$ cat config.mk
export PLATFORM = sky130hd
export DESIGN_NAME = keyword_hash_lookup
export DESIGN_NICKNAME = d
export VERILOG_FILES = /design/src/rtl/khl_pkg.sv /design/src/rtl/khl_ram.sv /design/src/rtl/khl_div.sv /design/src/rtl/khl_seq.sv /design/src/rtl/keyword_hash_lookup.sv
export SDC_FILE = /design/constraint.sdc
export NUM_CORES = 2
export LEC_CHECK = 0
export BUFFER_PORTS_ARGS = -buffer_cell sky130_fd_sc_hd__buf_2
export CAP_MARGIN = 0
export CORE_ASPECT_RATIO = 0.6
export CORE_MARGIN = 2
export CORE_UTILIZATION = 28
export CTS_CLUSTER_DIAMETER = 150
export DETAILED_ROUTE_END_ITERATION = 8
export GPL_TIMING_DRIVEN = 1
export PLACE_DENSITY = 0.44
export SLEW_MARGIN = 20
export SYNTH_ARGS = -nofsm -noshare
export SYNTH_HDL_FRONTEND = slang
export SYNTH_SLANG_ARGS = --single-unit
$ cat constraint.sdc
create_clock -name i_clk -period 9 [get_ports i_clk]
set_input_delay 0.45 -clock i_clk [delete_from_list [all_inputs] [get_ports i_clk]]
set_output_delay 0.45 -clock i_clk [all_outputs]
set_load 0.03 [all_outputs]
$ cat src/rtl/khl_pkg.sv
package khl_pkg;

    // Keyword table geometry.
    localparam int TABLE_SLOTS = 256;
    localparam int SLOT_W      = $clog2(TABLE_SLOTS);
    localparam int ENTRY_W     = 9;
    localparam int HASH_W      = 32;
    localparam int CFG_W       = 16;
    localparam int CFG_IDX_W   = 1;
    localparam int CHAR_W      = 8;
    localparam int OUT_SLOT_W  = 8;

    localparam logic [CFG_W-1:0] MULT_RESET = 16'd1024;
    localparam logic [CFG_W-1:0] DIV_RESET  = 16'd64;

    // Register indexes on the configuration port.
    localparam logic [CFG_IDX_W-1:0] CFG_HASH_MULT = 1'd0;
    localparam logic [CFG_IDX_W-1:0] CFG_HASH_DIV  = 1'd1;

    // Iterative divider: one quotient bit per cycle.
    localparam int DIV_STEPS = HASH_W;
    localparam int DIV_CNT_W = $clog2(DIV_STEPS + 1);

    typedef struct packed {
        logic                 func;
        logic [CHAR_W-1:0]    char_byte;
        logic                 last_char;
        logic [7:0]           table_slot;
        logic [ENTRY_W-1:0]   table_value;
    } t_in_req;

    typedef struct packed {
        logic                  is_keyword;
        logic [7:0]            sym_id;
        logic [OUT_SLOT_W-1:0] hash_slot;
    } t_out_rsp;

    // Datapath operation selected by a control word.
    typedef enum logic [2:0] {
        ALU_NONE = 3'd0,
        ALU_ADDC = 3'd1,
        ALU_MUL  = 3'd2,
        ALU_ADDP = 3'd3,
        ALU_XORQ = 3'd4,
        ALU_FIN1 = 3'd5,
        ALU_FIN2 = 3'd6,
        ALU_FIN3 = 3'd7
    } t_alu_op;

    // Jump conditions: the jump is taken when the condition is true.
    typedef enum logic [2:0] {
        COND_NONE    = 3'd0,
        COND_ALWAYS  = 3'd1,
        COND_NOREQ   = 3'd2,
        COND_FUNC    = 3'd3,
        COND_DIVBUSY = 3'd4,
        COND_OUTFULL = 3'd5
    } t_cond;

    localparam int STEP_W = 4;

    localparam logic [STEP_W-1:0] ST_IDLE  = 4'd0;
    localparam logic [STEP_W-1:0] ST_DISP  = 4'd1;
    localparam logic [STEP_W-1:0] ST_ADDC  = 4'd2;
    localparam logic [STEP_W-1:0] ST_MUL   = 4'd3;
    localparam logic [STEP_W-1:0] ST_ADDP  = 4'd4;
    localparam logic [STEP_W-1:0] ST_DIVS  = 4'd5;
    localparam logic [STEP_W-1:0] ST_DIVW  = 4'd6;
    localparam logic [STEP_W-1:0] ST_XORQ  = 4'd7;
    localparam logic [STEP_W-1:0] ST_SAVE  = 4'd8;
    localparam logic [STEP_W-1:0] ST_FIN1  = 4'd9;
    localparam logic [STEP_W-1:0] ST_FIN2  = 4'd10;
    localparam logic [STEP_W-1:0] ST_FIN3  = 4'd11;
    localparam logic [STEP_W-1:0] ST_READ  = 4'd12;
    localparam logic [STEP_W-1:0] ST_OUT   = 4'd13;
    localparam logic [STEP_W-1:0] ST_RET   = 4'd14;
    localparam logic [STEP_W-1:0] ST_WRITE = 4'd15;

    typedef struct packed {
        t_alu_op           alu;
        logic              ld_req;
        logic              div_start;
        logic              hash_save;
        logic              ram_rd;
        logic              ram_wr;
        logic              out_load;
        t_cond             cond;
        logic [STEP_W-1:0] target;
    } t_uop;

    // Status seen by the sequencer's jump logic.
    typedef struct packed {
        logic in_valid;
        logic func;
        logic div_busy;
        logic out_full;
    } t_seq_cond;

    localparam t_uop UOP_NOP = '{
        alu: ALU_NONE, ld_req: 1'b0, div_start: 1'b0, hash_save: 1'b0,
        ram_rd: 1'b0, ram_wr: 1'b0, out_load: 1'b0, cond: COND_NONE,
        target: ST_IDLE
    };

    // Control store of the sequencer.
    function automatic t_uop ucode(input logic [STEP_W-1:0] step);
        t_uop u;
        u = UOP_NOP;
        case (step)
            ST_IDLE: begin
                u.ld_req = 1'b1;
                u.cond   = COND_NOREQ;
                u.target = ST_IDLE;
            end
            ST_DISP: begin
                u.cond   = COND_FUNC;
                u.target = ST_WRITE;
            end
            ST_ADDC: u.alu = ALU_ADDC;
            ST_MUL:  u.alu = ALU_MUL;
            ST_ADDP: u.alu = ALU_ADDP;
            ST_DIVS: u.div_start = 1'b1;
            ST_DIVW: begin
                u.cond   = COND_DIVBUSY;
                u.target = ST_DIVW;
            end
            ST_XORQ: u.alu = ALU_XORQ;
            ST_SAVE: begin
                u.hash_save = 1'b1;
                u.cond      = COND_FUNC;
                u.target    = ST_IDLE;
            end
            ST_FIN1: u.alu = ALU_FIN1;
            ST_FIN2: u.alu = ALU_FIN2;
            ST_FIN3: u.alu = ALU_FIN3;
            ST_READ: u.ram_rd = 1'b1;
            ST_OUT: begin
                u.out_load = 1'b1;
                u.cond     = COND_OUTFULL;
                u.target   = ST_OUT;
            end
            ST_RET: begin
                u.cond   = COND_ALWAYS;
                u.target = ST_IDLE;
            end
            ST_WRITE: begin
                u.ram_wr = 1'b1;
                u.cond   = COND_ALWAYS;
                u.target = ST_IDLE;
            end
            default: u = UOP_NOP;
        endcase
        return u;
    endfunction

endpackage

$ cat src/rtl/khl_ram.sv
module khl_ram #(
    parameter int WIDTH = 8,
    parameter int DEPTH = 256
) (
    input  logic                     i_clk,
    input  logic                     i_we,
    input  logic [$clog2(DEPTH)-1:0] i_waddr,
    input  logic [WIDTH-1:0]         i_wdata,
    input  logic                     i_re,
    input  logic [$clog2(DEPTH)-1:0] i_raddr,
    output logic [WIDTH-1:0]         o_rdata
);

    logic [WIDTH-1:0] r_mem [DEPTH];
    logic [WIDTH-1:0] r_rdata;

    always_ff @(posedge i_clk) begin
        if (i_we) begin
            r_mem[i_waddr] <= i_wdata;
        end
        if (i_re) begin
            r_rdata <= r_mem[i_raddr];
        end
    end

    assign o_rdata = r_rdata;

endmodule

$ cat src/rtl/khl_div.sv
module khl_div (
    input  logic                        i_clk,
    input  logic                        i_rst_n,
    input  logic                        i_start,
    input  logic [khl_pkg::HASH_W-1:0]  i_num,
    input  logic [khl_pkg::CFG_W-1:0]   i_den,
    output logic                        o_busy,
    output logic [khl_pkg::HASH_W-1:0]  o_quo
);

    import khl_pkg::*;

    logic [DIV_CNT_W-1:0] r_cnt;
    logic [CFG_W-1:0]     r_rem;
    logic [CFG_W-1:0]     r_den;
    logic [HASH_W-1:0]    r_quo;
    logic [CFG_W:0]       shifted;
    logic [CFG_W:0]       diff;
    logic                 ge;

    // Restoring division, one quotient bit per cycle. A zero divisor
    // makes every trial subtraction succeed, so the quotient is all ones.
    always_comb begin
        shifted = {r_rem, r_quo[HASH_W-1]};
        diff    = shifted - {1'b0, r_den};
        ge      = (shifted >= {1'b0, r_den});
    end

    always_ff @(posedge i_clk) begin
        if (!i_rst_n) begin
            r_cnt <= '0;
        end else if (i_start) begin
            r_cnt <= DIV_CNT_W'(DIV_STEPS);
        end else if (r_cnt != '0) begin
            r_cnt <= r_cnt - 1'b1;
        end
    end

    always_ff @(posedge i_clk) begin
        if (i_start) begin
            r_rem <= '0;
            r_quo <= i_num;
            r_den <= i_den;
        end else if (r_cnt != '0) begin
            r_rem <= ge ? diff[CFG_W-1:0] : shifted[CFG_W-1:0];
            r_quo <= {r_quo[HASH_W-2:0], ge};
        end
    end

    assign o_busy = (r_cnt != '0);
    assign o_quo  = r_quo;

endmodule

$ cat src/rtl/khl_seq.sv
module khl_seq (
    input  logic                        i_clk,
    input  logic                        i_rst_n,
    input  khl_pkg::t_seq_cond          i_cond,
    output khl_pkg::t_uop               o_uop,
    output logic [khl_pkg::STEP_W-1:0]  o_step
);

    import khl_pkg::*;

    logic [STEP_W-1:0] r_step;
    logic [STEP_W-1:0] n_step;
    t_uop              uop;
    logic              take;

    always_comb begin
        uop = ucode(r_step);
        case (uop.cond)
            COND_NONE:    take = 1'b0;
            COND_ALWAYS:  take = 1'b1;
            COND_NOREQ:   take = !i_cond.in_valid;
            COND_FUNC:    take = i_cond.func;
            COND_DIVBUSY: take = i_cond.div_busy;
            COND_OUTFULL: take = i_cond.out_full;
            default:      take = 1'b0;
        endcase
        n_step = take ? uop.target : r_step + 1'b1;
    end

    always_ff @(posedge i_clk) begin
        if (!i_rst_n) begin
            r_step <= ST_IDLE;
        end else begin
            r_step <= n_step;
        end
    end

    assign o_uop  = uop;
    assign o_step = r_step;

endmodule

$ cat src/rtl/keyword_hash_lookup.sv
// Keyword lookup by a per-character hash of an identifier.
// Requests enter on the input channel (i_in_valid / o_in_ready), one at a
// time. A request with func low carries one identifier character; it is
// upper-cased and folded into a 32-bit running hash. A request with func
// high writes one entry of the 256-slot keyword table instead.
// A character marked last also finalizes the hash, reads the keyword table
// at the hashed slot and produces one result on the output channel
// (o_out_valid / i_out_ready); all other requests produce no result.
// A microcoded step counter orders the work. A character runs the fold steps,
// among them the 32-step radix-2 divider that the fold needs; a last one then
// runs the finalize, table read and output steps; a table write branches to
// the write step. The result sits in an output register; a stalled receiver
// only holds the sequencer once a second result is ready while the first is
// still waiting. Reset returns both configuration registers to their
// defaults, clears the running hash and marks every table entry empty
// through per-slot valid bits, so the block is usable in the first cycle
// after reset. Configuration (multiplier, divider) is written through
// i_cfg_we; the user must do so only while idle, unchecked by the block.
module keyword_hash_lookup (
    input  logic                          i_clk,
    input  logic                          i_rst_n,
    input  logic                          i_in_valid,
    output logic                          o_in_ready,
    input  khl_pkg::t_in_req              i_in_req,
    output logic                          o_out_valid,
    input  logic                          i_out_ready,
    output khl_pkg::t_out_rsp             o_out_rsp,
    input  logic                          i_cfg_we,
    input  logic [khl_pkg::CFG_IDX_W-1:0] i_cfg_idx,
    input  logic [khl_pkg::CFG_W-1:0]     i_cfg_wdata
);

    import khl_pkg::*;

    // Configuration registers.
    logic [CFG_W-1:0] r_mult;
    logic [CFG_W-1:0] r_div;

    // Latched request and hash datapath.
    t_in_req           r_req;
    logic [HASH_W-1:0] r_hash;
    logic [HASH_W-1:0] r_work;
    logic [HASH_W-1:0] r_prod;
    logic [HASH_W+CFG_W-1:0] mul_full;
    logic [CHAR_W-1:0] upc;

    // Table valid bits and read side.
    logic [TABLE_SLOTS-1:0] r_tab_valid;
    logic                   r_rd_valid;
    logic [ENTRY_W-1:0]     ram_rdata;
    logic [SLOT_W-1:0]      rd_addr;
    logic [SLOT_W-1:0]      wr_addr;
    logic [HASH_W-1:0]      wslot_ext;
    logic [HASH_W-1:0]      slot_ext;

    // Output register.
    logic     r_out_valid;
    t_out_rsp r_out_rsp;
    logic     out_full;
    logic     out_load;
    logic     entry_hit;

    // Sequencer and divider.
    t_uop              uop;
    t_seq_cond         cond;
    logic [STEP_W-1:0] step;
    logic              div_busy;
    logic [HASH_W-1:0] div_quo;
    logic              in_accept;

    always_comb begin
        // Only the lower-case letters fold; all other bytes pass unchanged.
        if (r_req.char_byte inside {[8'h61:8'h7A]}) begin
            upc = r_req.char_byte - 8'h20;
        end else begin
            upc = r_req.char_byte;
        end
        mul_full  = r_work * r_mult;
        wslot_ext = {{(HASH_W-8){1'b0}}, r_req.table_slot};
        wr_addr   = wslot_ext[SLOT_W-1:0];
        rd_addr   = r_work[SLOT_W-1:0];
        slot_ext  = r_work & HASH_W'(TABLE_SLOTS - 1);
        // An entry never written reads as empty; bit 8 set also means empty.
        entry_hit = r_rd_valid && !ram_rdata[ENTRY_W-1];
    end

    assign out_full  = r_out_valid && !i_out_ready;
    assign out_load  = uop.out_load && !out_full;
    assign in_accept = i_in_valid && o_in_ready;

    assign cond.in_valid = i_in_valid;
    assign cond.func     = (step == ST_SAVE) ? !r_req.last_char : r_req.func;
    assign cond.div_busy = div_busy;
    assign cond.out_full = out_full;

    khl_seq u_seq (
        .i_clk   (i_clk),
        .i_rst_n (i_rst_n),
        .i_cond  (cond),
        .o_uop   (uop),
        .o_step  (step)
    );

    khl_div u_div (
        .i_clk   (i_clk),
        .i_rst_n (i_rst_n),
        .i_start (uop.div_start),
        .i_num   (r_work),
        .i_den   (r_div),
        .o_busy  (div_busy),
        .o_quo   (div_quo)
    );

    khl_ram #(
        .WIDTH (ENTRY_W),
        .DEPTH (TABLE_SLOTS)
    ) u_table (
        .i_clk   (i_clk),
        .i_we    (uop.ram_wr),
        .i_waddr (wr_addr),
        .i_wdata (r_req.table_value),
        .i_re    (uop.ram_rd),
        .i_raddr (rd_addr),
        .o_rdata (ram_rdata)
    );

    // Configuration writes.
    always_ff @(posedge i_clk) begin
        if (!i_rst_n) begin
            r_mult <= MULT_RESET;
            r_div  <= DIV_RESET;
        end else if (i_cfg_we) begin
            case (i_cfg_idx)
                CFG_HASH_MULT: r_mult <= i_cfg_wdata;
                CFG_HASH_DIV:  r_div  <= i_cfg_wdata;
                default: begin
                end
            endcase
        end
    end

    // Running hash: kept between characters, cleared after a last one.
    always_ff @(posedge i_clk) begin
        if (!i_rst_n) begin
            r_hash <= '0;
        end else if (uop.hash_save) begin
            r_hash <= r_req.last_char ? '0 : r_work;
        end
    end

    always_ff @(posedge i_clk) begin
        if (in_accept) begin
            r_req <= i_in_req;
        end
        case (uop.alu)
            ALU_ADDC: r_work <= r_hash + {{(HASH_W-CHAR_W){1'b0}}, upc};
            ALU_MUL:  r_prod <= mul_full[HASH_W-1:0];
            ALU_ADDP: r_work <= r_work + r_prod;
            ALU_XORQ: r_work <= r_work ^ div_quo;
            ALU_FIN1: r_work <= r_work + {r_work[HASH_W-4:0], 3'b000};
            ALU_FIN2: r_work <= r_work ^ {11'd0, r_work[HASH_W-1:11]};
            ALU_FIN3: r_work <= r_work + {r_work[HASH_W-6:0], 5'b00000};
            default: begin
            end
        endcase
        if (uop.ram_rd) begin
            r_rd_valid <= r_tab_valid[rd_addr];
        end
    end

    always_ff @(posedge i_clk) begin
        if (!i_rst_n) begin
            r_tab_valid <= '0;
        end else if (uop.ram_wr) begin
            r_tab_valid[wr_addr] <= 1'b1;
        end
    end

    // Output register.
    always_ff @(posedge i_clk) begin
        if (!i_rst_n) begin
            r_out_valid <= 1'b0;
        end else if (out_load) begin
            r_out_valid <= 1'b1;
        end else if (i_out_ready) begin
            r_out_valid <= 1'b0;
        end
    end

    always_ff @(posedge i_clk) begin
        if (out_load) begin
            r_out_rsp.is_keyword <= entry_hit;
            r_out_rsp.sym_id     <= entry_hit ? ram_rdata[7:0] : 8'd0;
            r_out_rsp.hash_slot  <= slot_ext[OUT_SLOT_W-1:0];
        end
    end

    assign o_in_ready  = uop.ld_req;
    assign o_out_valid = r_out_valid;
    assign o_out_rsp   = r_out_rsp;

    // The divider is only started once the previous division has finished.
    a_div_idle_at_start: assert property (@(posedge i_clk) disable iff (!i_rst_n)
        uop.div_start |-> !div_busy)
        else $error("divider started while busy");

    // One request at a time: the block is not ready right after an accept.
    a_one_at_a_time: assert property (@(posedge i_clk) disable iff (!i_rst_n)
        in_accept |=> !o_in_ready)
        else $error("request accepted while another is in progress");

    // A new result only follows a last character, after the hash was cleared.
    a_result_source: assert property (@(posedge i_clk) disable iff (!i_rst_n)
        out_load |-> (!r_req.func && r_req.last_char && r_hash == '0))
        else $error("result produced without a finished identifier");

    // A waiting result is never replaced before the receiver takes it.
    a_no_overwrite: assert property (@(posedge i_clk) disable iff (!i_rst_n)
        (r_out_valid && !i_out_ready) |-> !out_load)
        else $error("pending result overwritten");

endmodule

==> summary.txt <==
Nets - 8259
buffers added on ports - 67
largest net degree at the start of global routing - 188
Starting Density - 28.09%
post-route setup TNS - 0 ns
NetSw - 16.82 mW
Residual DRC - 0
Leak Pwr - 46.92 nW
post-synth top area cell - edfxtp_1
Critical Path Start Type - flip-flop
Final Wtd Congestion - 0.8378
detailed placer's ending HPWL - 251100 µm
total chip power - 45.71 mW
Post-synth EDFFs - 2470
WP data arrival - 7.75 ns
CTS root buf - clkbuf_16
Total Routed Length - 389700 µm
Final setup viols - 0
sequential power share - 35.1%
Overflow after GRT - 0
count of cells resized by post-cts repair - 0
fraction of layout cells with a size suffix above 1 - 20.95%
f_max - 0.1413 GHz
HP Class - primary input to flip-flop
Worst-path clk slew - 0.08 ns
Yosys top cell area share - 59.17%
fin crit share - 78.63%
# IOs - 68
Worst-Skew Late Latency - 0.93 ns
via count - 69467
vias in the first global route - 68135
skew final - 0.08884 ns
Combinational Power Share - 38.3%
worst vdd ir - 214.6 µV
Power Dens Cells - 319.3 nW/µm²
area of the core - 446200 µm²
initial antenna violation count - 51
CP Capture Type - flip-flop
CTS H-tree lvls - 5
largest family of logic cells by synthesized area - multiplexers
non-filler cells, final - 13906
vias per cell - 4.995
Clk pwr share - 26.6%
Mapped Nets - 8082
Syn. warnings - 0
final hold vios - 0
Power Internal - 28.89 mW
Placed Cells - 13334
DR iter-0 viols - 8347
die area - 453200 µm²
switch share - 36.79%
detail-routed net length per standard cell - 28.02 µm
die span in y - 522.3 µm
Compound-Gate Fraction of Synth Area - 3.222%
Final ANT Viol Nets - 0
Synth Area in Adders - 6.732%
Mapped Cells - 7544
Post-CTS Setup Bufs - 0
Synth Register Bits - 2817
Crit Path Class - flip-flop to flip-flop
Core Rows - 190
post-synthesis simple-gate area fraction - 5.895%
worst-margin pin slew - 1.232 ns
Main synth FF type - edfxtp_1
Area Overhead vs Synth - 14.23%
First-pass DRT Iterations - 5
syn avg cell area - 16.62 µm²
CP max FO - 17
RSZ-0062 raised after global routing - false
Final Slew Violations - 0
top-count cell post-synth - edfxtp_1
Worst EP required - 9.67 ns
CTS tree - built
Synth top cells by count - edfxtp_1 (2470), nor2_1 (900), mux4_2 (850)
XOR/XNOR Fraction of Synth Area - 1.209%
Relative slew margins - 17.84%
GR Util All Layers - 16.87%
first-pass GRT wire length - 548600 µm
status - completed
Die Width - 867.8 µm
Min Clock Period, post-route - 7.077 ns
fraction of registers with async set/reset - 0%
top cells by area, synth - edfxtp_1 (59%), mux4_2 (15%), dfxtp_1 (5.5%)
mux cell area share after synthesis - 15.73%
synthesized area - 125300 µm²
Max-Cap Viols - 0
# clock sinks - 2817
Max clock buf depth - 4
Cell variety after synth - 72
total clock buffers created by CTS - 281
sequential element share of the synthesized area - 64.71%
==> final timing paths <==
kind	start	to	slack (ns)	cells past startpoint
setup reg to reg	r_work[8]$_DFFE_PP_	r_prod[31]$_DFFE_PN_	1.92	21
setup / recovery	r_work[8]$_DFFE_PP_	r_prod[31]$_DFFE_PN_	1.92	21
hold reg to reg	r_div[14]$_SDFFE_PN0P_	u_div.r_den[14]$_DFFE_PP_	0.43	0
hold / removal	i_cfg_idx	r_mult[8]$_SDFFE_PN0P_	0.09	5
==> repair_timing <==
| action | CTS | global route |
|---|---|---|
| setup endpoints to repair | 0 | 0 |
| hold buffers | 51 | 0 |
| endpoints found under the hold margin | 60 | 0 |
==> routing by layer <==
| metal | routed length (µm) | GRT usage [%] |
|---|---|---|
| met1 | 200900 | 28.63 |
| met2 | 152700 | 22.22 |
| met3 | 30210 | 2.908 |
| met4 | 5850 | 2.631 |
| met5 | 0 | 0 |
==> sequential cells by signal, summed over array words and instances (netlist names), 9 cells and up <==
signal	flops
u_div.o_quo	32
u_table.r_mem	2304
r_prod	32
o_out_rsp	17
r_req	19
r_work	32
r_tab_valid	256
u_table.o_rdata	9
r_mult	16
u_div.r_rem	16
r_div	16
r_hash	32
u_div.r_den	16
==> layout make-up <==
class / instances / area, µm²
diodes: 12 / 30.03
clock buffers: 396 / 8127
clock inverters: 108 / 1136
fillers: 42859 / 303000
inverters: 397 / 1498
multi-input cells: 3915 / 41360
flip-flops and latches: 2817 / 81120
well taps: 5952 / 7447
repair buffers: 309 / 2459
==> cell families (layout without fill, tap and decap cells) <==
group | Yosys count | in the layout
flops | 2817 | 2817
simple gates | 1724 | 1724
mux | 903 | 903
buf+inv | 812 | 1210
compound gates | 626 | 626
fa+ha+maj | 489 | 489
xor+xnor | 173 | 173
other cells | 0 | 12
==> worst max-delay path: stages, from the launching register on <==
cell and delay [ns]:
edfxtp_1 0.74, and2_1 0.34, fa_1 0.54, inv_1 0.05, fa_1 0.48, fa_1 0.53, inv_1 0.06, fa_1 0.52
fa_1 0.50, inv_1 0.05, fa_1 0.49, inv_1 0.05, ha_1 0.33, nand3_1 0.10, a21oi_1 0.05, a21oi_1 0.24
a21oi_1 0.19, a221oi_1 0.77, o2111ai_1 0.27, a21o_1 0.20, a21oi_1 0.21, xnor2_1 0.10
==> cells in the final DEF (no fill, tap or decap), types with 46 or more instances in the layout <==
| master | instances |
|---|---|
| a21oi_1 | 213 |
| buf_2 | 67 |
| nand3_1 | 46 |
| nor2_1 | 834 |
| mux4_2 | 850 |
| o21ai_0 | 85 |
| a21o_1 | 53 |
| xnor2_1 | 116 |
| nand2_1 | 434 |
| and2_1 | 151 |
| xor2_1 | 57 |
| fa_1 | 309 |
| buf_4 | 175 |
| edfxtp_1 | 2470 |
| dlygate4sd3_1 | 51 |
| clkbuf_1 | 65 |
| nor2_2 | 66 |
| inv_1 | 395 |
| dfxtp_1 | 347 |
| clkbuf_16 | 297 |
| ha_1 | 180 |
==> power by group through the flow <==
stage               clock network, mW  logic [mW]  registers [mW]
global route                     12.9        18.8            16.1
detailed placement                  0        17.2            16.3
finish                           12.2        17.5            16.0
global placement                    0        17.2            16.3
floorplan                           0        10.5            16.4
CTS                              12.4        17.4            16.1
==> stage by stage <==
step                      area [µm²]  worst slack (ns)  utilization (%)  hold WS, ns
after CTS                     142900             1.954            32.04    0.0005728
after global routing          143100             1.639            32.08      0.04057
after detailed placement      133200             1.997            29.84       0.4217
after global placement        133100             1.942            29.84       0.4198
final                         143200             1.923            32.09      0.08880
after floorplan               125300             2.016                -       0.4081
(Power assumes the default switching activity.)
